### config.mk
export PLATFORM = sky130hd
export DESIGN_NAME = bvo_square
export DESIGN_NICKNAME = d
export VERILOG_FILES = /design/src/bvo_pkg.sv /design/src/bvo_square.sv
export SDC_FILE = /design/constraint.sdc
export NUM_CORES = 2
export LEC_CHECK = 0
export ABC_CLOCK_PERIOD_IN_PS = 8200
export BUFFER_PORTS_ARGS = -buffer_cell sky130_fd_sc_hd__buf_2
export CAP_MARGIN = 5
export CORE_AREA = 5 5 228 230
export CTS_CLUSTER_SIZE = 10
export DETAILED_ROUTE_END_ITERATION = 10
export DIE_AREA = 0 0 233 235
export PLACE_DENSITY = 0.85
export SYNTH_ARGS = -nofsm -noshare
export SYNTH_HDL_FRONTEND = slang
export SYNTH_SLANG_ARGS = --single-unit
### constraint.sdc
create_clock -name clk -period 8.2 [get_ports clk]
set_clock_uncertainty 0.1 [all_clocks]
set_input_delay 0.82 -clock clk [delete_from_list [all_inputs] [get_ports clk]]
set_output_delay 0.82 -clock clk [all_outputs]
set_load 0.01 [all_outputs]
### src/bvo_pkg.sv
// shared types and constants for the bounding volume overlap test
`default_nettype none

package bvo_pkg;

    // default coordinate width, Q16.16
    localparam int COORD_BITS = 32;

    // volume kind codes carried on the input beat
    localparam logic [1:0] KIND_NONE   = 2'd0;
    localparam logic [1:0] KIND_SPHERE = 2'd1;
    localparam logic [1:0] KIND_BOX    = 2'd2;

    // which test the pair needs
    typedef enum logic [1:0] {
        MODE_NONE,
        MODE_SPHERES,
        MODE_BOXES,
        MODE_MIXED
    } mode_t;

    // stage enables for a squarer
    typedef struct packed {
        logic part;
        logic comb;
    } sq_en_t;

endpackage

`default_nettype wire

### src/bvo_square.sv
// two-stage squarer built from half-width partial products
`default_nettype none

module bvo_square #(
    parameter int COORD_BITS = bvo_pkg::COORD_BITS
) (
    input  wire logic                    clk,
    input  wire bvo_pkg::sq_en_t         en,
    input  wire logic [COORD_BITS-1:0]   x,
    output logic      [2*COORD_BITS-1:0] sq
);
    localparam int W = COORD_BITS;
    localparam int L = (W + 1) / 2;
    localparam int H = W - L;

    logic [L-1:0]   lo;
    logic [H-1:0]   hi;
    logic [2*L-1:0] ll_reg;
    logic [L+H-1:0] lh_reg;
    logic [2*H-1:0] hh_reg;
    logic [2*W-1:0] sq_reg;
    logic [2*W-1:0] sq_next;

    assign lo = x[L-1:0];
    assign hi = x[W-1:L];

    // cross term appears twice in a square, hence the extra shift
    assign sq_next = {hh_reg, ll_reg} + ((2*W)'(lh_reg) << (L + 1));

    always_ff @(posedge clk)
    begin
        if (en.part)
        begin
            ll_reg <= lo * lo;
            lh_reg <= (L+H)'(lo) * (L+H)'(hi);
            hh_reg <= hi * hi;
        end
        if (en.comb)
        begin
            sq_reg <= sq_next;
        end
    end

    assign sq = sq_reg;
endmodule

`default_nettype wire

Word level (Yosys, flattened, before mapping)
Index checks and enable logic that the tools add are counted.

Flip-flop bits (word level): 160. Input port bits: 35. Output and inout port bits: 64. Logic and storage cells: 8.

$add $sub $neg: 1. $mul: 3.

Operators by type and width (number): $mul A16 B16 Y32 (3); $add A64 B49 Y64 (1).

Logic depth before layout (Yosys ltp)
Depth in word-level cells: 1. Depth in mapped cells: 27. Gate-level depth less buffers: 25.

Worst setup path before layout
OpenSTA, ideal clock, no wires.

Path type: input port to flip-flop. From: input port x[23]. To: register lh_reg[28], data pin. Setup time: 270 ps. Data arrival time: 6607 ps. Data required time: 7830 ps. Setup slack: 1223 ps. Stages on the path: 24. Buffers on the path: 2. Path through: clkbuf_1 clkbuf_1 nand2_1 fa_1 inv_1 fa_1 inv_1 fa_1 inv_1 fa_1 fa_1 inv_1 fa_1 inv_1 ha_1 a21o_1 a21o_1 a21oi_1 o21ai_0 or3_1 o211ai_1 a21oi_1 o21ai_0 or3b_2.

Longest elaborated chain between the ends: 1.

RTL lines: start, declared (line bvo_square.sv:9) `input wire logic [COORD_BITS-1:0] x,`; $mul A16 B16 Y32 (line bvo_square.sv:35) `lh_reg <= (L+H)'(lo) * (L+H)'(hi);`; end signal, assigned (line bvo_square.sv:35); end, declared (line bvo_square.sv:19) `logic [L+H-1:0] lh_reg;`.

No other way between the ends. A chain may end at the register's enable or synchronous reset.

Worst setup path after layout
From: input port x[17]. To: register hh_reg[30], data pin.

Longest elaborated chain between the ends: 1.

RTL lines: $mul A16 B16 Y32 (line bvo_square.sv:36) `hh_reg <= hi * hi;`; end signal, assigned (line bvo_square.sv:36); end, declared (line bvo_square.sv:20) `logic [2*H-1:0] hh_reg;`.

No other way between the ends.

==> metrics.md <==
| Metric | Value |
|---|---|
| Max-cap viol count | 0 |
| Number of diodes | 0 |
| Basic-gate share of the synthesized area counting and, or, nand and nor cells | 0.117 |
| Clock period minus worst slack | about 7000 ps |
| DPL Wire Length | about 54000 um |
| Number of resized instances in the post-cts repair step | 0 |
| Endpoints failing hold | 0 |
| CTS clock-pin slew for the worst setup and hold paths | around 80 ps |
| Dpl cells | approximately 3.8k |
| Unique cell type count in the Yosys netlist | 69 |
| Pin count of the biggest net entering global routing | 64 |
| Starting density of the core | 0.590 |
| Via count of the first global-routing pass | approximately 23k |
| Number of buffer cells added on primary ports | 97 |
| Slew margin rel. | 0.360 |
| Post-synth EDFFs | between 150 and 200 |
| Standard-cell rows | between 80 and 90 |
| Clock latency at the later pin of the worst-skew pair | roughly 460 ps |
| Share of synthesized registers carrying an async set or reset | 0 |
| Crit end category | flip-flop |
| Area overhead of the layout relative to synthesis | 6.12% |
| Total negative slack for setup checks | 0 ps |
| RD Place Congestion | 0.965 |
| Violation count after the first detailed-route iteration | around 1.6k |
| Routed wirelength normalized by instance count | approximately 18 um |
| Period Utilization, post-route | 0.874 |
| Number of synthesized register bits | around 160 |
| Post-CTS setup buffers | 0 |
| Sequential cell area | between 4000 and 5000 sq um |
| Sinks on the clock net | between 150 and 200 |
| Portion of the post-synthesis area used by sequential elements | 0.161 |
| Final setup violation count | 0 |
| Net count reported at finish | around 4.0k |
| Area of the core region | slightly below 50000 sq um |
| Type of the worst setup path | input pin to flip-flop |
| Mean number of vias per cell | roughly 5.5 |
| Area used by multi-input combinational logic | about 21000 sq um |
| Portion of netlist area occupied by mux cells | 0.00115 |
| First-pass GRT wire length | roughly 110000 um |
| Area of the mapped netlist | about 29000 sq um |
| Max Fanout on Critical Path | 30 |
| Peak Freq | approximately 0.14 GHz |
| Final cell count without fillers | approximately 3.8k |
| Horizontal extent of the die | about 230 um |
| Initial antenna violation count | 0 |
| Fraction of final layout cells with drive strength greater than 1 | 0.0630 |
| Remaining routing DRC violations | 0 |
| Worst hold path class | flip-flop to flip-flop |
| Number of pins exceeding their max-slew limit in the final report | 0 |
| Max FFs per register | 63 |
| Xor and xnor fraction of the mapped netlist area | 0.0427 |
| Run status | finished clean |
| Boundary Pins | just under 100 |
| Total routing resource utilization after global routing | 0.259 |
| Clock buffer count from CTS | 17 |
| Synth Area in Compound Gates | 0.0687 |
| Root buffer cell | sky130_fd_sc_hd__clkbuf_16 |
| Number of standard cells after synthesis | 3053 |
| Launching element type of the critical path | input pin |
| First-pass detailed-route iteration total | 5 |
| Die outline height | 235 um |
| Final hold slack | 317 ps |
| Slew at the pin closest to its max-slew limit | 954 ps |
| Data arrival time of the worst path | around 7300 ps |
| Total overflow reported by the global router | 0 |
| Synth Warn # | 0 |
| Via count of the routed design | roughly 21k |
| Syn Area/Cell | 9.60 sq um |
| Fill cells | between 3k and 4k |
| Combinational family with the most area after synthesis | adder cells |
| Count of hold buffers inserted by post-cts repair | 0 |
| Number of nets produced by synthesis | 3944 |
| CP required | approximately 8300 ps |
| CTS tree | yes |
| Die Area | roughly 55000 sq um |
| Unrepaired setup endpoints after global routing | false |
| Number of H-tree branching levels | 4 |
| Adder and majority cell fraction of the synthesized area | 0.498 |
| Top FF cell, synth | sky130_fd_sc_hd__edfxtp_1 |
| Maximum root-to-sink buffer count | 2 |
| Antenna viol nets, final | 0 |
| Wire length after detailed routing | 68200 um |
## cells in the mapped netlist (all sizes together), types with 13 or more instances
cell / count / area, sq um
a21o: 63 / 473
a21oi: 94 / 478
a31oi: 13 / 81.3
and2: 168 / 1050
and3: 16 / 100
clkbuf: 104 / 390
edfxtp: 157 / 4710
fa: 519 / 10400
ha: 337 / 4220
inv: 756 / 2840
nand2: 317 / 1190
nand3: 26 / 130
nor2: 114 / 428
nor2b: 22 / 138
o21ai: 49 / 253
xnor2: 93 / 815
xor2: 50 / 438
## layout make-up
class | instances | share of cell area
Tap cell | 672 | 0.0270
Sequential cell | 157 | 0.152
Timing Repair Buffer | 134 | 0.0246
Inverter | 758 | 0.0914
Clock inverter | 15 | 0.00543
Multi-Input combinational cell | 2031 | 0.686
Clock buffer | 17 | 0.0137
## metrics by stage
step / util / instance area, sq um / setup slack [ps]
final: 0.627 / 31100 / 1030
after global routing: 0.627 / 31100 / 784
after CTS: 0.627 / 31100 / 1220
after detailed placement: 0.615 / 30500 / 727
after global placement: 0.615 / 30500 / 900
after floorplan: - / 29300 / 1220
## cells in the final DEF, fill, tap and decap left out, types with 7 or more instances in the layout
master and count:
sky130_fd_sc_hd__inv_1 754, sky130_fd_sc_hd__fa_1 519, sky130_fd_sc_hd__ha_1 337, sky130_fd_sc_hd__nand2_1 317, sky130_fd_sc_hd__and2_1 167, sky130_fd_sc_hd__edfxtp_1 157, sky130_fd_sc_hd__nor2_1 114, sky130_fd_sc_hd__buf_2 96
sky130_fd_sc_hd__xnor2_1 93, sky130_fd_sc_hd__a21oi_1 92, sky130_fd_sc_hd__a21o_1 63, sky130_fd_sc_hd__xor2_1 50, sky130_fd_sc_hd__o21ai_0 44, sky130_fd_sc_hd__buf_4 38, sky130_fd_sc_hd__nand3_1 26, sky130_fd_sc_hd__nor2b_1 22
sky130_fd_sc_hd__clkbuf_16 17, sky130_fd_sc_hd__and3_1 16, sky130_fd_sc_hd__a31oi_1 13, sky130_fd_sc_hd__o21a_1 11, sky130_fd_sc_hd__nand2b_1 11, sky130_fd_sc_hd__nand4_1 11, sky130_fd_sc_hd__o21bai_1 10, sky130_fd_sc_hd__nor3_1 8
sky130_fd_sc_hd__or2_2 7
## routing by layer
layer | vias to the layer above | share of wire | track usage
met4 | 0 | 0.038 | 0.0859
met1 | 10300 | 0.38 | 0.334
li1 | 9461 | - | -
met3 | 204 | 0.10 | 0.0715
met2 | 963 | 0.48 | 0.424
met5 | - | 0 | 0
## worst max-delay path, stage by stage
cell and delay, ps:
sky130_fd_sc_hd__buf_2 530, sky130_fd_sc_hd__nand2_1 220, sky130_fd_sc_hd__fa_1 580, sky130_fd_sc_hd__inv_1 50
sky130_fd_sc_hd__fa_1 520, sky130_fd_sc_hd__inv_1 50, sky130_fd_sc_hd__fa_1 480, sky130_fd_sc_hd__fa_1 580
sky130_fd_sc_hd__fa_1 430, sky130_fd_sc_hd__fa_1 490, sky130_fd_sc_hd__inv_1 40, sky130_fd_sc_hd__ha_1 340
sky130_fd_sc_hd__o211ai_1 170, sky130_fd_sc_hd__o21ai_0 450, sky130_fd_sc_hd__o221ai_1 310, sky130_fd_sc_hd__o21ai_0 310
sky130_fd_sc_hd__buf_4 200, sky130_fd_sc_hd__a31oi_1 170, sky130_fd_sc_hd__o31ai_1 300, sky130_fd_sc_hd__a21oi_1 120
sky130_fd_sc_hd__xnor2_1 130
## final timing paths
path                                 start          to  slack [ps]  depth (start not counted)
worst max-delay path                 x[17]  hh_reg[30]        1030                         21
worst max register to register  ll_reg[19]      sq[51]        3960                         11
worst min register to register   ll_reg[4]       sq[4]         320                          0
worst min-delay path             ll_reg[4]       sq[4]         320                          0
## kinds of logic after synthesis
logic type,count (synthesis)
fa+ha+maj,856
simple gates,725
xor+xnor,143
buf+inv,865
compound gates,303
mux,3
other cells,1
flops,157
Power is not shown: default switching activity piles up to over one toggle a cycle in this logic, so the estimate is an artifact.
