<file path="src/bvo_pkg.sv">
// shared types and constants for the bounding volume overlap test
`default_nettype none

package bvo_pkg;

    // default coordinate width, Q16.16
    localparam int COORD_BITS = 32;

    // volume kind codes carried on the input beat
    localparam logic [1:0] KIND_NONE   = 2'd0;
    localparam logic [1:0] KIND_SPHERE = 2'd1;
    localparam logic [1:0] KIND_BOX    = 2'd2;

    // which test the pair needs
    typedef enum logic [1:0] {
        MODE_NONE,
        MODE_SPHERES,
        MODE_BOXES,
        MODE_MIXED
    } mode_t;

    // stage enables for a squarer
    typedef struct packed {
        logic part;
        logic comb;
    } sq_en_t;

endpackage

`default_nettype wire

</file>
<file path="src/bvo_prep.sv">
// magnitudes, clamped excesses, box test and selection of the values to square
`default_nettype none

module bvo_prep #(
    parameter int COORD_BITS = bvo_pkg::COORD_BITS
) (
    input  wire logic [1:0]            kind_a,
    input  wire logic [1:0]            kind_b,
    input  wire logic [COORD_BITS-1:0] offset [3],
    input  wire logic [COORD_BITS-2:0] size_a [3],
    input  wire logic [COORD_BITS-2:0] size_b [3],
    output logic      [COORD_BITS-1:0] operand [4],
    output bvo_pkg::mode_t             mode,
    output logic                       box_hit
);
    localparam int W = COORD_BITS;

    logic [W-1:0] mag [3];
    logic [W-1:0] ext_a [3];
    logic [W-1:0] ext_b [3];
    logic [W-1:0] ext_sum [3];
    logic [W-1:0] box_ext [3];
    logic [W-1:0] excess [3];
    logic [W-1:0] radius_sum;
    logic [W-1:0] radius;
    logic         a_is_sphere;

    always_comb
    begin
        box_hit = 1'b1;
        for (int i = 0; i < 3; i++)
        begin
            // magnitude of the most negative offset fits in w bits unsigned
            mag[i]     = offset[i][W-1] ? (~offset[i] + W'(1)) : offset[i];
            ext_a[i]   = {1'b0, size_a[i]};
            ext_b[i]   = {1'b0, size_b[i]};
            ext_sum[i] = ext_a[i] + ext_b[i];
            if (mag[i] > ext_sum[i])
            begin
                box_hit = 1'b0;
            end
        end
    end

    assign a_is_sphere = (kind_a == bvo_pkg::KIND_SPHERE);
    assign radius_sum  = ext_a[0] + ext_b[0];
    assign radius      = a_is_sphere ? ext_a[0] : ext_b[0];

    always_comb
    begin
        for (int i = 0; i < 3; i++)
        begin
            box_ext[i] = a_is_sphere ? ext_b[i] : ext_a[i];
            excess[i]  = (mag[i] > box_ext[i]) ? (mag[i] - box_ext[i]) : '0;
        end
    end

    always_comb
    begin
        priority if (kind_a == bvo_pkg::KIND_SPHERE && kind_b == bvo_pkg::KIND_SPHERE)
        begin
            mode = bvo_pkg::MODE_SPHERES;
        end
        else if (kind_a == bvo_pkg::KIND_BOX && kind_b == bvo_pkg::KIND_BOX)
        begin
            mode = bvo_pkg::MODE_BOXES;
        end
        else if ((kind_a == bvo_pkg::KIND_SPHERE && kind_b == bvo_pkg::KIND_BOX) ||
                 (kind_a == bvo_pkg::KIND_BOX && kind_b == bvo_pkg::KIND_SPHERE))
        begin
            mode = bvo_pkg::MODE_MIXED;
        end
        else
        begin
            mode = bvo_pkg::MODE_NONE;
        end
    end

    always_comb
    begin
        if (mode == bvo_pkg::MODE_SPHERES)
        begin
            for (int i = 0; i < 3; i++)
            begin
                operand[i] = mag[i];
            end
            operand[3] = radius_sum;
        end
        else
        begin
            for (int i = 0; i < 3; i++)
            begin
                operand[i] = excess[i];
            end
            operand[3] = radius;
        end
    end
endmodule

`default_nettype wire

</file>
<file path="config.mk">
export PLATFORM = sky130hd
export DESIGN_NAME = bvo_prep
export DESIGN_NICKNAME = d
export VERILOG_FILES = /design/src/bvo_pkg.sv /design/src/bvo_prep.sv
export SDC_FILE = /design/constraint.sdc
export NUM_CORES = 1
export LEC_CHECK = 0
export ABC_CLOCK_PERIOD_IN_PS = 12800
export BUFFER_PORTS_ARGS = -buffer_cell sky130_fd_sc_hd__buf_4
export CAP_MARGIN = 10
export CORE_UTILIZATION = 60
export DETAILED_ROUTE_END_ITERATION = 8
export PLACE_DENSITY = 0.88
export SLEW_MARGIN = 20
export SYNTH_ARGS = -nofsm -noshare
export SYNTH_HDL_FRONTEND = slang
export SYNTH_SLANG_ARGS = --single-unit
</file>
<file path="constraint.sdc">
create_clock -name vclk -period 12.8
set_input_delay 1.28 -clock vclk [all_inputs]
set_output_delay 1.28 -clock vclk [all_outputs]
set_load 0.02 [all_outputs]
</file>
# [Word-level counts from Yosys, hierarchy flattened]
# Index checks and enable logic that the tools add are counted.
[op_classes] add_sub_neg=9 mul=0 n_div=0 n_lt_le_gt_ge=6 n_eq_ne=5 n_shift=0 muxes=17 n_bitwise=3 reduce_logical=5
[op_table] operator="2-to-1 mux 32 bit" count=6
[op_table] operator="2-to-1 mux 128 bit" count=1
[op_table] operator="2-to-1 mux 31 bit" count=4
[op_table] operator="adder 31 x 31 -> 32 bit" count=3
[op_table] operator="adder 32 x 1 -> 32 bit (second input constant)" count=3
[op_table] operator="greater-than comparator 32 x 31 -> 1 bit" count=3
[op_table] operator="greater-than comparator 32 bit" count=3
[op_table] operator="inverter 32 bit" count=3
[op_table] operator="subtractor 32 x 31 -> 32 bit" count=3
[op_table] operator="equality test 2 x 1 -> 1 bit (second input constant)" count=3
[op_table] operator="2-to-1 mux 2 bit" count=3
[op_table] operator="equality test 2 bit (second input constant)" count=2
[op_table] operator="logical AND 1 bit" count=4
[op_table] operator="2-to-1 mux 1 bit" count=3
[op_table] operator="logical OR 1 bit" count=1
[totals] ff_bits=0 latchBits=0 mem_bits_rw=0 rom_bits=0 wordCells=45 mem_count=0

# [Depth between registers and ports, before layout]
# Gate-level depths: netlist of run 1.
[logic_depth] depth_word=8 ltp_mapped=22

# [Worst setup path after synthesis of run 1]
# OpenSTA, ideal clock, no wires.
[synth_path] kind="input port to output port" start="in offset[5] (netlist name)" end="out operand[63] (netlist name)" arrival_time_ns=5.881 required_time_ns=11.520 setup_slack_ns=5.639 stages=15 cell_sequence="or4_4 -> or4_4 -> or3_4 -> or3_4 -> or3_4 -> o31ai_1 -> xnor2_1 -> ha_1 -> clkbuf_1 -> and4_1 -> a221o_1 -> a31oi_1 -> nor3b_1 -> a2111oi_0 -> mux2i_1"
[synth_lines] item="start: declaration" line="bvo_prep.sv:9" rtl="input wire logic [COORD_BITS-1:0] offset [3],"
[synth_lines] item="end: declaration" line="bvo_prep.sv:12" rtl="output logic [COORD_BITS-1:0] operand [4],"

# [Worst setup path in the final report of run 1]
[layout_path] start="in size_a[68] (netlist name)" end="out box_hit"
[layout_via] elab_chain_len=5
[layout_rtl] item="start: declaration" line="bvo_prep.sv:10" rtl="input wire logic [COORD_BITS-2:0] size_a [3],"
[layout_rtl] item="adder 31 x 31 -> 32 bit" line="bvo_prep.sv:37" rtl="ext_sum[i] = ext_a[i] + ext_b[i];"
[layout_rtl] item="greater-than comparator 32 bit" line="bvo_prep.sv:38" rtl="if (mag[i] > ext_sum[i])"
[layout_rtl] item="2-to-1 mux 1 bit (3 in series)" line="bvo_prep.sv:38"
[layout_rtl] item="end: declaration" line="bvo_prep.sv:14" rtl="output logic box_hit"
# No other way between the ends.

==> results of run 1 <==
[cells in the mapped netlist, types with 18 or more instances]
library cell,n
o31ai_1,79
nor3_1,28
a211oi_1,27
nand2_1,257
nand4_1,47
o21a_1,26
o21ai_0,183
nor2b_1,31
or3_1,37
mux2i_1,92
xor2_1,88
ha_1,285
xnor2_1,161
nand3_1,41
a31oi_1,26
a21oi_1,208
a21o_1,115
nor2_1,123
o21bai_1,18
clkbuf_1,60
nand2b_1,32
inv_1,50
[logic make-up (layout without fill, tap and decap cells)]
group | Yosys count | count (layout) | synth area share, %
fa+ha+maj | 291 | 291 | 23.1
buf+inv | 129 | 477 | 3.11
simple gates | 686 | 686 | 21.2
mux | 92 | 92 | 5.77
xor+xnor | 249 | 249 | 13.7
other cells | 0 | 5 | 0
compound gates | 817 | 817 | 33.1
[how the worst max path moves through the flow]
stage / startpoint / cells after the start / slack, ns / to
3_3_place_gp: offset[3] / 18 / 5.00 / box_hit
6_report: size_a[68] / 21 / 4.84 / box_hit
5_1_grt: offset[32] / 21 / 4.54 / operand[91]
4_1_cts: offset[3] / 18 / 4.97 / box_hit
3_5_place_dp: offset[3] / 18 / 4.99 / box_hit
2_1_floorplan: offset[5] / 15 / 5.64 / operand[63]
[critical path: cells and delay by family]
| kind | cells | cell delay [ns] |
|---|---|---|
| and+or+nand+nor | 4 | 1.03 |
| buffers and inverters | 2 | 0.39 |
| xor gates and xnor gates | 1 | 0.23 |
| adders and majority gates | 2 | 0.63 |
| AOI/OAI and AO/OA | 12 | 3.09 |
[through the flow]
stage	util (%)	hold slack [ns]
after global routing	74.1	2.91
after CTS	74.0	2.89
after floorplan	-	2.74
after detailed placement	74.0	2.89
final	74.1	2.89
after global placement	74.0	2.88
[power groups by stage]
| stage | logic, uW | clock network, uW | registers [uW] |
|---|---|---|---|
| 6_report | 1560 | 0.0000524 | 0 |
| 5_1_grt | 1670 | 0 | 0 |
| 4_1_cts | 1510 | 0 | 0 |
| 3_5_place_dp | 1500 | 0 | 0 |
| 3_3_place_gp | 1470 | 0 | 0 |
| 2_1_floorplan | 1010 | 0 | 0 |
[layout make-up]
class | instances | area share [%]
diodes | 5 | 0.0648
multi-input cells | 2135 | 80.1
well taps | 335 | 2.17
inverters | 50 | 0.972
repair buffers | 427 | 16.7
[metal layers]
layer	global-route usage, %	up-vias
li1	-	9289
met1	51.9	9152
met2	71.7	1301
met3	7.79	281
met4	26.3	0
met5	0	-
==> metrics.md, run 1 <==
| Metric | Value |
|---|---|
| Max-slew violations | 0 |
| Area leader, netlist | ha_1 |
| Seq Cell Count | 0 |
| Final GP Congestion | about 1.1 |
| Filler cells | 2190 |
| Setup WS pre-CTS | 4.99 ns |
| Post-route ant nets | 0 |
| Gr ovfl total | 0 |
| Setup violations, final | 0 |
| CORE AREA | 26100 sq um |
| Most frequent cells in the layout | buf_4, ha_1, nand2_1, a21oi_1, o21ai_0 |
| Worst EP required | 11.52 ns |
| Hold path cells | 4 |
| Max-capacitance violation count | 0 |
| Seq/Total Area, Yosys | 0% |
| Die Width | 165 um |
| # nets final | 3191 |
| Synth top area cells | ha_1, xnor2_1, a21oi_1 |
| Global-route wire length before repair | 94100 um |
| Kind of critical path | in2out |
| Final non-filler cell total | between 2000 and 3000 |
| Hold Vio Cnt, Final | 0 |
| Cell area after layout | 19300 sq um |
| DR pass1 iterations | 6 |
| WL met3 | 6360 um |
| Net Sw Frac | 59.0% |
| Hold Crit Start | size_b[78] |
| Placement Rows | between 50 and 60 |
| Gr usage total | 43.3% |
| Crit-path slowest cell | nor4_1 |
| Seq pwr share | 0% |
| Crit path arrival time | around 6.7 ns |
| # port buffers | roughly 420 |
| Worst path most repeated cell | o21ai_0 |
| Via count | 20000 |
| Minimum clock period | roughly 8.0 ns |
| Die Area | 27200 sq um |
| Slew headroom | approximately 25% |
| Yosys warns | 0 |
| Clk pwr share | 0% |
| Share of cells above drive strength 1 | 18.4% |
| RSZ-0062 raised after global routing | false |
| Yosys top cell area share | ~22% |
| Max Fclk | 0.126 GHz |
| Worst min path class | in2out |
| Post-route clock period utilization | 62.2% |
| Hold Path Sink | operand[16] |
| Number of global-route vias before repair | 18500 |
| Startpoint Class | input pin |
| Multi-input gate area | 15500 sq um |
| Routed vias/inst | just under 7 |
| Final worst slack | between 4 and 5 ns |
| Layout clock buffers | 0 |
| Initial antenna violation count | 4 |
| Layout overhead on the synthesized area | 21.1% |
| DPL Wire Length | 52200 um |
| Syn avg cell area | 7.05 sq um |
| DRC viols | 0 |
| Post-CTS Repair Setup Buffers | 0 |
| Routed met1 length | around 24000 um |
| Worst stage delay on the critical path | around 0.69 ns |
| CTS Hold Buffers Added | 0 |
| Synthesized instance count | 2264 |
| DIE HEIGHT | 165 um |
| Yosys cell types | 74 |
| TNS Setup | 0 ns |
| Crit end category | output pin |
| Combinational share of power | 100.0% |
| Pin count of the biggest net entering global routing | 88 |
| NetSw | a little over 900 uW |
| Cell Chain, Critical Path | buf_4 -> ha_1 -> a2111oi_0 -> o21ai_0 -> a211o_1 -> a41oi_1 -> o22ai_1 -> a211o_1 -> a21oi_1 -> xor2_1 -> ha_1 -> a21o_1 -> a21o_1 -> a21oi_1 -> o21ai_0 -> nand2_1 -> nand2_1 -> nor3_1 -> o21ai_0 -> nor4_1 -> buf_4 |
| Outcome | completed |
| Peak supply drop | approximately 0.057 mV |
| Int Pwr | 639 uW |
| Pwr/cell area | ~81 nW/um^2 |
| # resized after CTS | 0 |
| Crit-path max FO | 6 |
| Starting Density | 61.2% |
| Placed cell areas | between 15000 and 20000 sq um |
| Sequential Area | 0 sq um |
| Most common cell after layout, fill and taps aside | buf_4 |
| Leakage power total | 0.00906 uW |
| DR iter-0 viols | between 1500 and 2000 |
| Post-Place Cells | 2946 |
| I/O pins | roughly 420 |
| Worst Tran Pin Value | 1.12 ns |
| Syn_nets | between 2000 and 3000 |
| Total power | 1560 uW |
| Metal2 WL | 27900 um |
| Uppermost layer routed | met4 |
| Wire per inst | 21.1 um |
| Mapped Area | 16000 sq um |
| Drt total wl | 62200 um |
No activity file was read; power rests on OpenSTA's default activity.
==> inputs of run 2 (changes only) <==
--- a/config.mk
+++ b/config.mk
@@ -5,12 +5,12 @@
 export SDC_FILE = /design/constraint.sdc
 export NUM_CORES = 1
 export LEC_CHECK = 0
-export ABC_CLOCK_PERIOD_IN_PS = 12800
+export ABC_CLOCK_PERIOD_IN_PS = 6900
 export BUFFER_PORTS_ARGS = -buffer_cell sky130_fd_sc_hd__buf_4
 export CAP_MARGIN = 10
-export CORE_UTILIZATION = 60
+export CORE_UTILIZATION = 51
 export DETAILED_ROUTE_END_ITERATION = 8
-export PLACE_DENSITY = 0.88
+export PLACE_DENSITY = 0.8
 export SLEW_MARGIN = 20
 export SYNTH_ARGS = -nofsm -noshare
 export SYNTH_HDL_FRONTEND = slang
==> constraint.sdc (replaced) <==
create_clock -name vclk -period 6.9
set_input_delay 0.69 -clock vclk [all_inputs]
set_output_delay 0.69 -clock vclk [all_outputs]
set_load 0.02 [all_outputs]
==> metrics.md, run 2 (same netlist as run 1, synthesis figures left out) <==
| Metric | Value |
|---|---|
| Worst min path class | in2out |
| CP endpoint | box_hit |
| Number of global-route vias before repair | 17900 (-3.1%) |
| Global-route wire length before repair | 91600 um (-2.7%) |
| DR pass1 iterations | 5 (-1) |
| TNS Setup | 0 ns (unchanged) |
| Hold Crit Start | size_b[73] |
| Post-route ant nets | 0 (unchanged) |
| Seq pwr share | 0% (unchanged) |
| CORE AREA | 30700 sq um (+18%) |
| CTS Hold Buffers Added | 0 (unchanged) |
| Placement Rows | 64 (+8.5%) |
| # resized after CTS | 0 (unchanged) |
| Die Area | 32000 sq um (+17%) |
| Crit end category | output pin |
| DPL Wire Length | 52700 um (+0.92%) |
| Worst EP required | 6.21 ns (-5.31 ns) |
| Slew headroom | 47.9% (+23 points) |
| Post-route clock period utilization | 96.2% |
| Worst Tran Pin Value | 0.774 ns (-0.347 ns) |
| Crit path arrival time | 5.95 ns (-0.73 ns) |
| Max-capacitance violation count | 0 (unchanged) |
| RSZ-0062 raised after global routing | false |
| Peak supply drop | 0.0922 mV (+63%) |
| DRC viols | 0 (unchanged) |
| Sequential Area | 0 sq um (unchanged) |
| Share of cells above drive strength 1 | 18.6% (+0.26 points) |
| Kind of critical path | in2out |
| Die Width | 179 um (+8.4%) |
| Outcome | completed |
| Initial antenna violation count | 6 (+2) |
| Routed vias/inst | 6.35 (-6.4%) |
| Setup violations, final | 0 (unchanged) |
| Cell Chain, Critical Path | buf_4 -> or4_4 -> or4_4 -> or3_4 -> or3_4 -> or3_4 -> o31ai_1 -> xnor2_1 -> ha_1 -> a21o_1 -> a21o_1 -> a21oi_1 -> o21ai_0 -> a21o_1 -> a221oi_1 -> a31oi_1 -> nor4_1 -> buf_4 |
| Net Sw Frac | 58.3% (-0.65 points) |
| Combinational share of power | 100.0% (about the same) |
| Crit-path slowest cell | nor4_1 |
| Worst stage delay on the critical path | 0.60 ns (-0.09 ns) |
| I/O pins | 417 (unchanged) |
| NetSw | 1660 uW (+81%) |
| DR iter-0 viols | 1305 (-32%) |
| Minimum clock period | 6.64 ns |
| Seq Cell Count | 0 (unchanged) |
| Crit-path max FO | 5 (-1) |
| Post-CTS Repair Setup Buffers | 0 (unchanged) |
| Most common cell after layout, fill and taps aside | buf_4 |
| Leakage power total | 0.00910 uW (+0.39%) |
| Startpoint Class | input pin |
| Layout overhead on the synthesized area | 22.0% |
| Pwr/cell area | 147 nW/um^2 (+82%) |
| Final GP Congestion | 0.991 (-11%) |
| Clk pwr share | 0% (unchanged) |
| Pin count of the biggest net entering global routing | 58 (-34%) |
| Most frequent cells in the layout | buf_4, ha_1, nand2_1, a21oi_1, o21ai_0 |
| Hold Vio Cnt, Final | 0 (unchanged) |
| # nets final | 3197 (+0.19%) |
| DIE HEIGHT | 179 um (+8.4%) |
| Gr usage total | 35.7% (-7.6 points) |
| Filler cells | 2840 (+30%) |
| Int Pwr | 1190 uW (+86%) |
| Wire per inst | 20.1 um (-4.4%) |
| Final Hold Slack | 1.71 ns (-1.19 ns) |
| Critical path launch point | offset[5] |
| Layout clock buffers | 0 (unchanged) |
| Via count | 19200 (-4.2%) |
| Max Fclk | 0.151 GHz |
| # port buffers | 417 (unchanged) |
| Drt total wl | 60700 um (-2.3%) |
| Max-slew violations | 0 (unchanged) |
| Gr ovfl total | 0 (unchanged) |
| Starting Density | 52.0% (-9.2 points) |
run 2: changes by cell type in the layout (fill, tap and decap cells not counted), sizes merged:
cell | previous run | this run
buf | 427 | 433
run 2: how the worst min path moves through the flow:
stage,end,slack (ns),cells after the start
floorplan,operand[0],1.56,2
global placement,operand[22],1.70,4
detailed placement,operand[3],1.71,4
CTS,operand[3],1.71,4
global route,operand[27],1.73,3
finish,operand[11],1.71,4
run 2: worst max-delay path: cells and delay by family:
kind	cells	cell delay, ns
compound gates	8	1.66
xor+xnor	1	0.22
simple gates	6	2.69
buf+inv	2	0.38
fa+ha+maj	1	0.31
run 2: power groups by stage:
stage                     clock [uW]  combinational (uW)  sequential [uW]
after detailed placement           0                2790                0
after global placement             0                2760                0
after CTS                          0                2810                0
final                      0.0000972                2860                0
after floorplan                    0                1870                0
after global routing       0.0000971                3100                0
run 2: cell type report:
class	count	area, sq um	area share (%)
antenna	5	12.5	0.0643
inverter	50	188	0.965
multi-input combinational	2135	15500	79.7
tap	396	495	2.55
timing repair buffer	433	3260	16.8
run 2: metrics by stage:
stage               instances  worst slack [ns]  util [%]  power (uW)  instance area [sq um]
floorplan                2264             0.919         -        1870                  16000
global placement         3014             0.372      63.3        2760                  19400
detailed placement       3014             0.239      63.3        2790                  19400
CTS                      3014             0.220      63.3        2810                  19400
global route             3019            0.0577      63.4        3100                  19500
finish                   3019             0.262      63.4        2860                  19500
run 2: per-layer routing:
layer | vias up | GRT usage, % | routed length, um
li1 | 9272 | - | -
met4 | 2 | 19.7 | 3500
met1 | 8836 | 41.9 | 24400
met3 | 188 | 3.33 | 3870
met5 | - | 0 | 17
met2 | 876 | 63.4 | 28900
